[config.mk]
export PLATFORM = sky130hd
export DESIGN_NAME = utf8_path_validator
export DESIGN_NICKNAME = d
export VERILOG_FILES = /design/src/u8pv_pkg.sv /design/src/u8pv_check.sv /design/src/u8pv_out_reg.sv /design/src/utf8_path_validator.sv
export SDC_FILE = /design/constraint.sdc
export NUM_CORES = 1
export LEC_CHECK = 0
export BUFFER_PORTS_ARGS = -buffer_cell sky130_fd_sc_hd__buf_2
export CAP_MARGIN = 20
export CORE_MARGIN = 4
export CORE_UTILIZATION = 25
export DETAILED_ROUTE_END_ITERATION = 8
export PLACE_DENSITY_LB_ADDON = 0.2
export SETUP_SLACK_MARGIN = 0.2
export SLEW_MARGIN = 20
export SYNTH_ARGS = -nofsm -noshare
export SYNTH_HDL_FRONTEND = slang
export SYNTH_SLANG_ARGS = --single-unit
[constraint.sdc]
create_clock -name clk -period 4.3 [get_ports clk]
set_clock_uncertainty 0.2 [all_clocks]
set_input_delay 0.645 -clock clk [delete_from_list [all_inputs] [get_ports clk]]
set_output_delay 0.645 -clock clk [all_outputs]
set_load 0.02 [all_outputs]
[src/u8pv_pkg.sv]
package u8pv_pkg;

    localparam int unsigned CountWidth = 17;
    localparam int unsigned LimitWidth = 16;
    localparam int unsigned CodeWidth  = 21;

    localparam logic [LimitWidth-1:0] MaxPathReset = 16'd1024;

    localparam logic [7:0] ByteSlash     = 8'h2f;
    localparam logic [7:0] ByteDot       = 8'h2e;
    localparam logic [7:0] ByteBackslash = 8'h5c;
    localparam logic [7:0] ByteDel       = 8'h7f;
    localparam logic [7:0] ByteSpace     = 8'h20;

    localparam logic [CodeWidth-1:0] CodeMin2    = 21'h000080;
    localparam logic [CodeWidth-1:0] CodeMin3    = 21'h000800;
    localparam logic [CodeWidth-1:0] CodeMin4    = 21'h010000;
    localparam logic [CodeWidth-1:0] CodeMax     = 21'h10ffff;
    localparam logic [CodeWidth-1:0] SurrogateLo = 21'h00d800;
    localparam logic [CodeWidth-1:0] SurrogateHi = 21'h00dfff;

    localparam logic [CountWidth-1:0] CountSaturate = 17'h10000;

    // number of continuation bytes that follow a lead byte
    localparam logic [1:0] SeqNone  = 2'd0;
    localparam logic [1:0] SeqTwo   = 2'd1;
    localparam logic [1:0] SeqThree = 2'd2;
    localparam logic [1:0] SeqFour  = 2'd3;

    typedef struct packed {
        logic [7:0] path_byte;
        logic       is_last;
        logic       is_empty;
    } item_t;

    typedef struct packed {
        logic                  path_valid;
        logic [CountWidth-1:0] path_length;
    } result_t;

endpackage

[src/u8pv_check.sv]
module u8pv_check
    import u8pv_pkg::*;
(
    input  logic                  clk,
    input  logic                  rst_n,
    input  item_t                 item,
    input  logic                  advance,
    input  logic [LimitWidth-1:0] max_path_bytes,
    output logic                  has_result,
    output result_t               result
);

    logic [CountWidth-1:0] byte_count_reg, byte_count_next;
    logic [1:0]            seg_len_reg, seg_len_next;
    logic                  seg_dots_reg, seg_dots_next;
    logic [1:0]            utf_rem_reg, utf_rem_next;
    logic [1:0]            utf_len_reg, utf_len_next;
    logic [CodeWidth-1:0]  code_reg, code_next;
    logic                  failed_reg, failed_next;

    logic [7:0]            b;
    logic [CountWidth-1:0] cnt;
    logic [1:0]            seg_len;
    logic                  seg_dots;
    logic [1:0]            urem;
    logic [1:0]            ulen;
    logic [CodeWidth-1:0]  acc;
    logic                  fail;
    logic                  ok;

    assign b          = item.path_byte;
    assign has_result = item.is_last || item.is_empty;

    always_comb
    begin
        cnt      = byte_count_reg;
        seg_len  = seg_len_reg;
        seg_dots = seg_dots_reg;
        urem     = utf_rem_reg;
        ulen     = utf_len_reg;
        acc      = code_reg;
        fail     = failed_reg;

        if (cnt != CountSaturate)
        begin
            cnt = cnt + 17'd1;
        end

        if (b == ByteBackslash || b < ByteSpace || b == ByteDel)
        begin
            fail = 1'b1;
        end

        if (b == ByteSlash)
        begin
            if (seg_len == 2'd0 || (seg_dots && seg_len != 2'd3))
            begin
                fail = 1'b1;
            end
            seg_len  = 2'd0;
            seg_dots = 1'b1;
        end
        else
        begin
            if (seg_len != 2'd3)
            begin
                seg_len = seg_len + 2'd1;
            end
            if (b != ByteDot)
            begin
                seg_dots = 1'b0;
            end
        end

        if (urem == SeqNone)
        begin
            if (b[7])
            begin
                if (b[7:5] == 3'b110)
                begin
                    ulen = SeqTwo;
                    acc  = {16'd0, b[4:0]};
                    urem = SeqTwo;
                end
                else if (b[7:4] == 4'b1110)
                begin
                    ulen = SeqThree;
                    acc  = {17'd0, b[3:0]};
                    urem = SeqThree;
                end
                else if (b[7:3] == 5'b11110)
                begin
                    ulen = SeqFour;
                    acc  = {18'd0, b[2:0]};
                    urem = SeqFour;
                end
                else
                begin
                    fail = 1'b1;
                end
            end
        end
        else if (b[7:6] != 2'b10)
        begin
            // broken sequence: restart decoding at the next byte
            fail = 1'b1;
            urem = SeqNone;
            ulen = SeqNone;
            acc  = '0;
        end
        else
        begin
            acc  = {acc[CodeWidth-7:0], b[5:0]};
            urem = urem - 2'd1;
            if (urem == SeqNone)
            begin
                if ((ulen == SeqTwo && acc < CodeMin2) ||
                    (ulen == SeqThree && acc < CodeMin3) ||
                    (ulen == SeqFour && acc < CodeMin4) ||
                    acc > CodeMax ||
                    (acc >= SurrogateLo && acc <= SurrogateHi))
                begin
                    fail = 1'b1;
                end
                ulen = SeqNone;
                acc  = '0;
            end
        end

        ok = !fail;
        if (cnt > {1'b0, max_path_bytes} || cnt[CountWidth-1])
        begin
            ok = 1'b0;
        end
        if (seg_len == 2'd0 || (seg_dots && seg_len != 2'd3))
        begin
            ok = 1'b0;
        end
        if (urem != SeqNone)
        begin
            ok = 1'b0;
        end

        if (item.is_empty)
        begin
            result.path_valid  = 1'b0;
            result.path_length = '0;
        end
        else
        begin
            result.path_valid  = ok;
            result.path_length = cnt;
        end

        if (has_result)
        begin
            byte_count_next = '0;
            seg_len_next    = 2'd0;
            seg_dots_next   = 1'b1;
            utf_rem_next    = SeqNone;
            utf_len_next    = SeqNone;
            code_next       = '0;
            failed_next     = 1'b0;
        end
        else
        begin
            byte_count_next = cnt;
            seg_len_next    = seg_len;
            seg_dots_next   = seg_dots;
            utf_rem_next    = urem;
            utf_len_next    = ulen;
            code_next       = acc;
            failed_next     = fail;
        end
    end

    always_ff @(posedge clk or negedge rst_n)
    begin
        if (!rst_n)
        begin
            byte_count_reg <= '0;
            seg_len_reg    <= 2'd0;
            seg_dots_reg   <= 1'b1;
            utf_rem_reg    <= SeqNone;
            utf_len_reg    <= SeqNone;
            code_reg       <= '0;
            failed_reg     <= 1'b0;
        end
        else if (advance)
        begin
            byte_count_reg <= byte_count_next;
            seg_len_reg    <= seg_len_next;
            seg_dots_reg   <= seg_dots_next;
            utf_rem_reg    <= utf_rem_next;
            utf_len_reg    <= utf_len_next;
            code_reg       <= code_next;
            failed_reg     <= failed_next;
        end
    end

endmodule

[src/u8pv_out_reg.sv]
module u8pv_out_reg
    import u8pv_pkg::*;
(
    input  logic    clk,
    input  logic    rst_n,
    input  logic    load,
    input  result_t load_data,
    input  logic    out_stall,
    output logic    out_valid,
    output result_t out_data
);

    logic    valid_reg, valid_next;
    result_t data_reg;

    always_comb
    begin
        valid_next = valid_reg;
        if (load)
        begin
            valid_next = 1'b1;
        end
        else if (!out_stall)
        begin
            valid_next = 1'b0;
        end
    end

    always_ff @(posedge clk or negedge rst_n)
    begin
        if (!rst_n)
        begin
            valid_reg <= 1'b0;
        end
        else
        begin
            valid_reg <= valid_next;
        end
    end

    always_ff @(posedge clk)
    begin
        if (load)
        begin
            data_reg <= load_data;
        end
    end

    assign out_valid = valid_reg;
    assign out_data  = data_reg;

endmodule

[src/utf8_path_validator.sv]
// A byte's verdict reaches the outputs through the input register, then the
// result register. Throughput: one byte per cycle; the input stalls only
// while out_stall holds a verdict in the result register and the byte in
// the input register makes one.
// Reset (rst_n, async, active low) clears all path state and sets the
// length limit to 1024.
module utf8_path_validator
    import u8pv_pkg::*;
(
    input  logic                  clk,
    input  logic                  rst_n,

    input  logic                  cfg_valid,
    output logic                  cfg_ready,
    input  logic [LimitWidth-1:0] cfg_max_path_bytes,

    input  logic                  in_valid,
    output logic                  in_stall,
    input  logic [7:0]            path_byte,
    input  logic                  is_last,
    input  logic                  is_empty,

    output logic                  out_valid,
    input  logic                  out_stall,
    output logic                  path_valid,
    output logic [CountWidth-1:0] path_length
);

    logic [LimitWidth-1:0] max_path_reg;
    logic                  stage_valid_reg, stage_valid_next;
    item_t                 stage_item_reg;
    logic                  has_result;
    logic                  advance;
    logic                  fire;
    result_t               result;
    result_t               out_data;

    assign cfg_ready = 1'b1;

    always_ff @(posedge clk or negedge rst_n)
    begin
        if (!rst_n)
        begin
            max_path_reg <= MaxPathReset;
        end
        else if (cfg_valid && cfg_ready)
        begin
            max_path_reg <= cfg_max_path_bytes;
        end
    end

    // the staged byte moves on unless it makes a verdict that cannot be stored
    assign advance  = !has_result || !out_valid || !out_stall;
    assign fire     = stage_valid_reg && advance;
    assign in_stall = stage_valid_reg && !advance;

    always_comb
    begin
        stage_valid_next = stage_valid_reg;
        if (!in_stall)
        begin
            stage_valid_next = in_valid;
        end
    end

    always_ff @(posedge clk or negedge rst_n)
    begin
        if (!rst_n)
        begin
            stage_valid_reg <= 1'b0;
        end
        else
        begin
            stage_valid_reg <= stage_valid_next;
        end
    end

    always_ff @(posedge clk)
    begin
        if (in_valid && !in_stall)
        begin
            stage_item_reg <= '{path_byte: path_byte, is_last: is_last, is_empty: is_empty};
        end
    end

    u8pv_check u_check (
        .clk            (clk),
        .rst_n          (rst_n),
        .item           (stage_item_reg),
        .advance        (fire),
        .max_path_bytes (max_path_reg),
        .has_result     (has_result),
        .result         (result)
    );

    u8pv_out_reg u_out (
        .clk       (clk),
        .rst_n     (rst_n),
        .load      (fire && has_result),
        .load_data (result),
        .out_stall (out_stall),
        .out_valid (out_valid),
        .out_data  (out_data)
    );

    assign path_valid  = out_data.path_valid;
    assign path_length = out_data.path_length;

endmodule
* After elaboration in Yosys (flattened, before gate mapping)
Cells that the tools add are included.
** Storage, ports and cells
- Register bits after elaboration :: 86
** Cells by class
- Order comparisons :: 8
- Equality and inequality tests :: 17
- Multiplexer cells :: 45
- Reductions and logical operators :: 37
- $add $sub $neg :: 3
** Operator list (count)
- $mux W15 :: 8
- $mux W2 :: 18
- $mux W17 :: 2
- $ge A21 B16 Y1 const B :: 1
- $gt A21 B21 Y1 const B :: 1
- $le A21 B16 Y1 const B :: 1
- $lt A21 B12 Y1 const B :: 1
- $lt A21 B17 Y1 const B :: 1
- $lt A21 B8 Y1 const B :: 1
- $add A17 B1 Y17 const B :: 1
- $gt A17 B16 Y1 :: 1
- $mux W1 :: 17
- $ne A17 B17 Y1 const B :: 1
- $eq A8 B7 Y1 const B :: 2
- $logic_or A1 B1 Y1 :: 12
- $logic_and A1 B1 Y1 :: 10
- $eq A8 B6 Y1 const B :: 1
- $logic_not A2 Y1 :: 4
- $lt A8 B6 Y1 const B :: 1
- $ne A8 B6 Y1 const B :: 1
- $logic_not A1 Y1 :: 6
- $ne A2 B2 Y1 const B :: 3
- $eq A5 B5 Y1 const B :: 1
- $ne A5 B5 Y1 const B :: 1
- 13 further kinds :: 14

* Logic depth before layout (Yosys ltp)
Gate-level depths: netlist (run 1).
- Depth after elaboration :: 12
- Depth in mapped cells :: 14

* Modules after synthesis
From an unflattened synthesis (run 1), not the netlist that was laid out.
** Second synthesis, totals
- Cell total of the unflattened synthesis :: 425
- Area total of the unflattened synthesis :: 4550.6 µm²
** Modules (own cells, without submodules)
- u8pv_check :: instances 1, area an instance 2949.1 µm², cells each 350, seq. area each 1002.2 µm²
- utf8_path_validator :: instances 1, area an instance 1028.5 µm², cells each 55, seq. area each 726.9 µm²
- u8pv_out_reg :: instances 1, area an instance 573.0 µm², cells each 20, seq. area each 565.5 µm²

* Worst setup path after synthesis (run 1)
Ideal clock, no wire load.
- Path kind :: register -> register
- Start point :: register u_check.byte_count_reg[0]
- End point :: register u_out.data_reg, in the netlist u_out.out_data[17], data pin
- Data arrival time :: 2.579 ns
- Library setup time :: 0.167 ns
- Slack :: 1.354 ns
- Data required time :: 3.933 ns
- Cell stages (with the launch flop) :: 15
- Buffers on the path :: 0
- Period minus slack after synthesis :: 2.946 ns
- Cells stage by stage :: dfrtp_1 inv_1 ha_1 nor4b_1 nand4_1 nand2_1 xor2_1 inv_1 ha_1 nand4_1 nor2_1 a211oi_1 o21ai_0 a21o_1 a211oi_1
** On the way
- Longest elaborated chain between the ends :: 5
- Elaborated cells between the ends (all ways) :: 6
** Ends and longest elaborated chain
- start, declared :: line u8pv_check.sv:13 : logic [CountWidth-1:0] byte_count_reg, byte_count_next;
- start signal, assigned :: line u8pv_check.sv:191 : byte_count_reg <= byte_count_next;
- $add A17 B1 Y17 or $ne A17 B17 Y1 (tied branches) :: line u8pv_check.sv:46, u8pv_check.sv:44
- $mux W17 (*) :: line u8pv_check.sv:44 : if (cnt != CountSaturate)
- named net u_check.cnt[2] :: line u8pv_check.sv:22 : logic [CountWidth-1:0] cnt;
- $gt A17 B16 Y1 (*) :: line u8pv_check.sv:131 : if (cnt > {1'b0, max_path_bytes} || cnt[CountWidth-1])
- $logic_or A1 B1 Y1 (*) :: line u8pv_check.sv:131
- $reduce_or A4 Y1 (no source line) (*)
- end signal, assigned :: line u8pv_out_reg.sv:45 : data_reg <= load_data;
- end, declared :: line u8pv_out_reg.sv:14 : result_t data_reg;
The timed path passes the listed nets; every way through them passes the cells marked *.
A chain may end at the register's enable or synchronous reset.

* Worst setup path in the final report (run 1)
Same ends and word-level chain as after synthesis.

==> key figures, run 1 <==
Clock tree
  – Hold buffers post-CTS: 0
  – Inserted Clock Buffers: 9
  – Setup bufs post-CTS: 0
  – # H-tree levels: 3
  – Max Buffers Root-to-Sink: 2
  – CTS tree: yes
  – CTS Sinks: 86
  – Skew-Pair Late Insertion Delay: 350 ps
  – Clock transition at path regs: 70 ps
  – Root buffer cell: clkbuf_16
  – CTS-repair resized insts: 0

Yosys
  – Synth area leaders: dfrtp_1 (32%), edfxtp_1 (19%), nand2_1 (7.2%)
  – Post-synthesis average cell area: between 9 and 10 sq um
  – Yosys top cell by area: dfrtp_1
  – Number of synthesized flops with an enable pin: 28
  – Mapped Cells: around 450
  – Synth Register Bits: 86
  – Sequential area share after synthesis: 0.521
  – Asr flop ratio synth: 0.674
  – Share of the synthesized area in the top cell type: 0.318
  – Yosys cell types: 59
  – Cell area after synthesis: ~4400 sq um
  – Most used DFF post-synth: dfrtp_1
  – Net count after synthesis: a little over 500
  – Ys Warns: 0

GRT
  – Vias in the first global route: between 3000 and 4000
  – Congestion Overflow GR: 0
  – Largest net degree at the start of global routing: 43
  – Initial antenna violation count: 0
  – Gr usage total: 0.108
  – Global-route wire length before repair: 17300 um

Routing
  – Post-DR vias/cell: 4.54
  – Residual DRC: 0
  – Routed length per placed instance: ~14 um
  – Drt pass-1 iters: 4
  – Via count: ~3300
  – Starting DRT DRC Count: ~230
  – Number of routed nets with antenna violations: 0
  – Final WL: 10000 um

Setup path
  – CP Depth: 14
  – Critical Path End Type: register
  – CP arrival: ~3200 ps
  – Crit-path slowest cell: dfrtp_1
  – Crit path required time: 4280 ps
  – CP Buf/Inv Count: 2
  – CP Cell Sequence: inv_1, ha_1, nor4b_1, nand4_1, nand2_1, xor2_1, inv_1, ha_1, nand4_1, nor2_1, a211oi_1, o21ai_0, a21o_1, a211oi_1
  – Crit path from: u_check.byte_count_reg[0]$_DFFE_PN0P_
  – Reg2Reg Capture Point: u_out.out_data[17]$_SDFFCE_PP0P_
  – Crit-path max cell delay: between 400 and 500 ps
  – Crit path kind: reg2reg
  – Crit path max fanout: 7
  – Worst r2r src: u_check.byte_count_reg[0]$_DFFE_PN0P_
  – Crit path to: u_out.out_data[17]$_SDFFCE_PP0P_
  – Top delay family on crit path: simple AND/OR/NAND/NOR gates
  – Worst Reg-to-Reg Cells: 14
  – R2r setup slk: between 1000 and 1500 ps
  – Crit start category: register

Placed design
  – Placed cells: 709
  – GPL Wtd Cong: roughly 0.9
  – HPWL Detailed: approximately 7400 um
  – I/O Buffers: 50

Power and ir drop
  – Net switching power: roughly 0.00053 W
  – PwrDens: 385 nW/um^2
  – Flop pwr share: 0.476
  – Int Power: 0.00146 W
  – Switching share of total power: 0.266
  – Peak supply drop: around 0.22 mV
  – Pleak: 2.40 nW
  – Combinational group share of total power: 0.124
  – Clock share of power: 0.399

STA
  – Slew headroom: 0.506
  – RSZ-0062 raised after global routing: false
  – Max Clk Rate: between 0.3 and 0.4 GHz
  – Part of the cycle the worst path needs: 0.756
  – Worst Tran Pin Value: ~740 ps
  – Setup TNS: 0 ps
  – Final setup vio count: 0
  – Fin. max-slew vios: 0
  – Post-route minimum period: approximately 3300 ps
  – Hold Vio Cnt, Final: 0

Layout
  – Final net count: 546
  – Area delta synth->final: 17.0%
  – Number of diodes: 0
  – Non-Filler Instances: between 700 and 800
  – Fillers: ~1900
  – Layout cell share with drive strength beyond 1: 0.168
  – Number of flip-flops in the largest register: 18
  – Final core utilization: 0.298

Floorplan
  – Initial Util: 0.255
  – Die Area: slightly below 20000 sq um
  – Row cnt: 48
  – Die height: around 140 um
  – Die Wd: between 100 and 150 um
  – Core Box Area: approximately 17000 sq um
  – I/O pins: between 50 and 60

Outcome
  – Outcome: finished clean

Hold path
  – Hold Crit Class: in2async

Run
  – Max_cap viols: 0
layout by cell type (no fill, tap or decap), types with 4 or more instances in the layout:
master,instances
a21o_1,6
a21oi_1,11
a22o_1,5
and3_1,5
buf_2,50
buf_4,4
clkbuf_16,9
dfrtp_1,56
edfxtp_1,28
ha_1,20
inv_1,33
nand2_1,84
nand3_1,26
nand4_1,8
nor2_1,29
nor2b_1,6
nor4_1,4
o21ai_0,36
o31ai_1,5
xnor2_1,12
worst min path at each step:
| stage | startpoint | to | cells past startpoint |
|---|---|---|---|
| 6_report | rst_n | max_path_reg[7]$_DFFE_PN0P_ | 1 |
| 2_1_floorplan | rst_n | max_path_reg[0]$_DFFE_PN0P_ | 0 |
| 5_1_grt | rst_n | max_path_reg[7]$_DFFE_PN0P_ | 1 |
| 4_1_cts | rst_n | max_path_reg[7]$_DFFE_PN0P_ | 1 |
| 3_3_place_gp | u_check.code_reg[10]$_DFFE_PN0P_ | u_check.code_reg[10]$_DFFE_PN0P_ | 2 |
| 3_5_place_dp | u_check.code_reg[11]$_DFFE_PN0P_ | u_check.code_reg[11]$_DFFE_PN0P_ | 2 |
per-stage QoR:
step                      total power [W]  setup WS (ps)  hold WS [ps]  instance area, sq um
after floorplan                   0.00112           1350           149                  4400
after global placement            0.00121           1160           257                  4850
after detailed placement          0.00121           1010           264                  4850
after CTS                         0.00202           1030          16.8                  5150
after global routing              0.00208            696          36.5                  5150
final                             0.00199           1050          15.9                  5150
routing by layer:
metal	vias up	routed length, um	GRT usage
li1	1645	-	-
met1	1577	4790	0.146
met2	51	4670	0.167
met3	15	319	0.0200
met4	0	231	0.0505
met5	-	0	0
power groups by stage:
stage | sequential [W] | clock (W) | combinational, W
floorplan | 0.000965 | 0 | 0.000154
global placement | 0.000961 | 0 | 0.000249
detailed placement | 0.000962 | 0 | 0.000252
CTS | 0.000946 | 0.000819 | 0.000254
global route | 0.000954 | 0.000842 | 0.000283
finish | 0.000946 | 0.000793 | 0.000247
cell usage after synthesis (3+ instances only):
library cell	count
nor2b_1	6
nand4_1	8
dfrtp_1	56
nand2b_1	3
nor2_1	29
o21ai_0	36
nor4_1	4
and3_1	5
inv_1	33
o31ai_1	5
nand2_1	84
nor4b_1	3
a21o_1	6
o21ai_1	3
xnor2_1	12
a22o_1	5
xor2_1	3
ha_1	20
clkbuf_1	10
nand3_1	26
a211oi_1	3
buf_2	11
edfxtp_1	28
a21oi_1	11
final cells by class:
class,count,area [sq um],area share
clock inverter,5,58.8,0.0114
inverter,33,124,0.0240
tap,225,282,0.0547
clock buffer,11,243,0.0471
sequential,86,2290,0.445
timing repair buffer,54,280,0.0544
multi-input combinational,311,1870,0.363
cell families (layout without fill, tap and decap cells):
group / count (synthesis) / in the layout / share of synthesized area
AO/OA/AOI/OAI: 86 / 86 / 0.122
XOR/XNOR: 16 / 16 / 0.0335
adder cells (fa/ha/maj): 20 / 20 / 0.0568
buffers and inverters: 57 / 103 / 0.0545
flip-flops: 86 / 86 / 0.521
multiplexers: 2 / 2 / 0.00483
other: 1 / 1 / 0.000851
AND/OR/NAND/NOR: 186 / 186 / 0.206
worst register-to-register path: cells and delay by family (launching register included):
family,cells,cell delay [ps]
simple gates,5,870
compound gates,4,720
flops,1,470
fa+ha+maj,2,420
xor+xnor,1,240
buf+inv,2,170
Power figures use the tool's default switching activity.
==> run 2: changes to the inputs <==
ABC_AREA = 1   (was unset)
clock period = 2.7 ns   (was 4.3 ns; I/O delays follow)
==> key figures, run 2 <==
Outcome
  – Outcome: finished, violations left
  – Violated checks: negative setup slack

Setup path
  – Crit start category: register
  – CP arrival: 2610 ps
  – Crit path max fanout: 4
  – Worst r2r src: u_check.byte_count_reg[1]$_DFFE_PN0P_
  – Reg2Reg Capture Point: u_out.out_data[17]$_SDFFCE_PP0P_
  – Crit path required time: roughly 2600 ps
  – Crit path kind: reg2reg
  – Critical Path End Type: register
  – Worst Reg-to-Reg Cells: 23
  – R2r setup slk: -4 ps

Routing
  – Post-DR vias/cell: 4.32
  – Drt pass-1 iters: 4
  – Number of routed nets with antenna violations: 0
  – Routed length per placed instance: ~13 um
  – Residual DRC: 0
  – Via count: between 3000 and 4000
  – Starting DRT DRC Count: between 150 and 200
  – Final WL: between 10000 and 15000 um

STA
  – Fin. max-slew vios: 0
  – RSZ-0062 raised after global routing: true
  – Hold Vio Cnt, Final: 0
  – Max Clk Rate: around 0.37 GHz
  – Part of the cycle the worst path needs: 1.00
  – Setup ws final: -4.42 ps
  – Post-route minimum period: ~2700 ps
  – Worst Tran Pin Value: 797 ps
  – Final setup vio count: 1
  – Slew headroom: 0.469

Clock tree
  – Root buffer cell: clkbuf_16
  – Clock transition at path regs: ~70 ps
  – # H-tree levels: 3
  – Max Buffers Root-to-Sink: 2
  – CTS Sinks: 86
  – Inserted Clock Buffers: 9
  – CTS tree: yes
  – Skew-Pair Late Insertion Delay: 350 ps

Power and ir drop
  – Flop pwr share: 0.444
  – Pleak: 2.81 nW
  – Clock share of power: 0.394
  – PwrDens: 575 nW/um^2
  – Int Power: approximately 0.0024 W
  – Peak supply drop: 0.280 mV
  – Switching share of total power: 0.276
  – Net switching power: a little over 0.0009 W
  – Combinational group share of total power: 0.162

Yosys
  – Post-synthesis mux area share: 0.00248
  – Mapped Cells: 532
  – Post-synthesis adder-cell area fraction: 0.0551
  – Simple-gate portion of the synthesized area: 0.251
  – Most used DFF post-synth: dfrtp_1
  – Commonest cells post-synth: nand2_1 (130), inv_1 (81), dfrtp_1 (56)
  – Fraction of synthesized cell area in xor and xnor cells: 0.0190
  – Synth Register Bits: 86
  – Cell area after synthesis: between 4000 and 5000 sq um
  – Asr flop ratio synth: 0.674
  – Net count after synthesis: approximately 580
  – Most frequent cell after synthesis: nand2_1
  – Ys Warns: 0
  – Number of synthesized flops with an enable pin: 28
  – Synth Area in Compound Gates: 0.0843
  – Post-synthesis average cell area: about 8.5 sq um
  – Synth area leaders: dfrtp_1 (31%), edfxtp_1 (19%), nand2_1 (11%)
  – Main combinational cell family by area after synthesis: simple AND/OR/NAND/NOR gates
  – Share of the synthesized area in the top cell type: 0.309
  – Yosys top cell by area: dfrtp_1
  – Yosys cell types: 36
  – Sequential area share after synthesis: 0.506

Floorplan
  – Die Area: 20400 sq um
  – Row cnt: between 40 and 50
  – Die Wd: between 100 and 150 um
  – I/O pins: 52
  – Core Box Area: 17900 sq um
  – Initial Util: 0.254
  – Die height: 143 um

Layout
  – Final net count: approximately 700
  – Number of diodes: 0
  – Commonest non-fill, non-tap cells in the layout: nand2_1 (123), inv_1 (74), dfrtp_1 (55), nor2_1 (52), buf_2 (50)
  – Fillers: ~1900
  – Area delta synth->final: 29.1%
  – Number of flip-flops in the largest register: 18
  – Layout cell share with drive strength beyond 1: 0.269
  – Final core utilization: 0.327
  – Most common cell after layout, fill and taps aside: nand2_1
  – Non-Filler Instances: about 870

Placed design
  – Placed cells: ~830
  – GPL Wtd Cong: just over 0.8
  – HPWL Detailed: 8000 um
  – Pre-CTS setup slack: -203 ps
  – I/O Buffers: 50

Hold path
  – Hold Crit Class: in2async

GRT
  – Initial antenna violation count: 0
  – Global-route wire length before repair: 18700 um
  – Vias in the first global route: 3754
  – Largest net degree at the start of global routing: between 50 and 60
  – Congestion Overflow GR: 0
  – Gr usage total: 0.116

Run
  – Max_cap viols: 0
==> run 2: cell count changes after synthesis, moves of 7 or more <==
cell     change
xnor2_1     -12
inv_1       +48
buf_2        -9
nand2_1     +46
o21ai_1      +7
o22ai_1     +11
nor2_1      +25
==> run 2: worst max-delay path: stages (launching register included) <==
cell	delay, ps
dfrtp_1	390
inv_2	70
ha_4	150
nand4_1	100
nor3_2	70
nand2_2	110
inv_2	60
buf_4	130
buf_4	120
buf_4	130
buf_4	120
nand2_2	90
nand2_4	60
ha_4	150
inv_1	40
nand2_1	50
nand3_2	60
nand2_1	50
nand2_1	60
nand2_1	50
nand2_1	50
nand2_1	50
nand2_1	60
nor2_2	30
==> run 2: repair_timing <==
action                                 CTS  global route
endpoints found under the hold margin    0             0
setup endpoints to repair                1             1
setup buffers                           15             5
pin swaps                               16            17
resized for setup                       24            12
hold buffers                             0             0
==> run 2: power by group through the flow <==
| stage | registers, W | logic [W] | clock network (W) |
|---|---|---|---|
| floorplan | 0.00154 | 0.000276 | 0 |
| global placement | 0.00152 | 0.000470 | 0 |
| detailed placement | 0.00152 | 0.000480 | 0 |
| CTS | 0.00149 | 0.000537 | 0.00137 |
| global route | 0.00151 | 0.000614 | 0.00142 |
| finish | 0.00150 | 0.000547 | 0.00133 |
==> run 2: per-layer routing <==
metal / wire length [um] / up-vias / GRT usage
met5: 0 / - / 0
met4: 230 / 0 / 0.0515
met3: 229 / 12 / 0.0164
met2: 5460 / 46 / 0.188
met1: 5500 / 1767 / 0.155
li1: - / 1912 / -
==> run 2: kinds of logic (layout without fill, tap and decap cells) <==
family | Yosys count | count (layout)
flops | 86 | 86
compound gates | 71 | 71
buf+inv | 95 | 199
fa+ha+maj | 20 | 20
other cells | 1 | 1
mux | 1 | 1
xor+xnor | 9 | 9
simple gates | 249 | 249
==> run 2: final cells by class <==
cell class	count	area [sq um]	share of cell area
Clock buffer	11	264	0.0451
Inverter	84	318	0.0543
Tap cell	229	287	0.0489
Multi-Input combinational cell	351	2010	0.344
Sequential cell	86	2300	0.392
Timing Repair Buffer	99	626	0.107
Clock inverter	5	55.1	0.00940
==> run 2: how the worst max path moves through the flow <==
| stage | slack [ps] | startpoint | to |
|---|---|---|---|
| floorplan | 170 | u_check.byte_count_reg[0]$_DFFE_PN0P_ | u_out.out_data[17]$_SDFFCE_PP0P_ |
| global placement | -90 | u_check.byte_count_reg[1]$_DFFE_PN0P_ | u_out.out_data[17]$_SDFFCE_PP0P_ |
| detailed placement | -200 | u_check.byte_count_reg[0]$_DFFE_PN0P_ | u_out.out_data[17]$_SDFFCE_PP0P_ |
| CTS | 30 | u_check.byte_count_reg[1]$_DFFE_PN0P_ | u_out.out_data[17]$_SDFFCE_PP0P_ |
| global route | -170 | u_check.byte_count_reg[1]$_DFFE_PN0P_ | u_out.out_data[17]$_SDFFCE_PP0P_ |
| finish | -4 | u_check.byte_count_reg[1]$_DFFE_PN0P_ | u_out.out_data[17]$_SDFFCE_PP0P_ |
==> run 2: stage by stage <==
step	cell area [sq um]	setup TNS, ps	hold WS, ps	power (W)
floorplan	4540	0	-90.6	0.00182
global placement	5240	-87.8	276	0.00199
detailed placement	5240	-203	283	0.00200
CTS	5770	0	14.7	0.00340
global route	5860	-171	19.9	0.00354
finish	5860	-4.42	14.5	0.00337
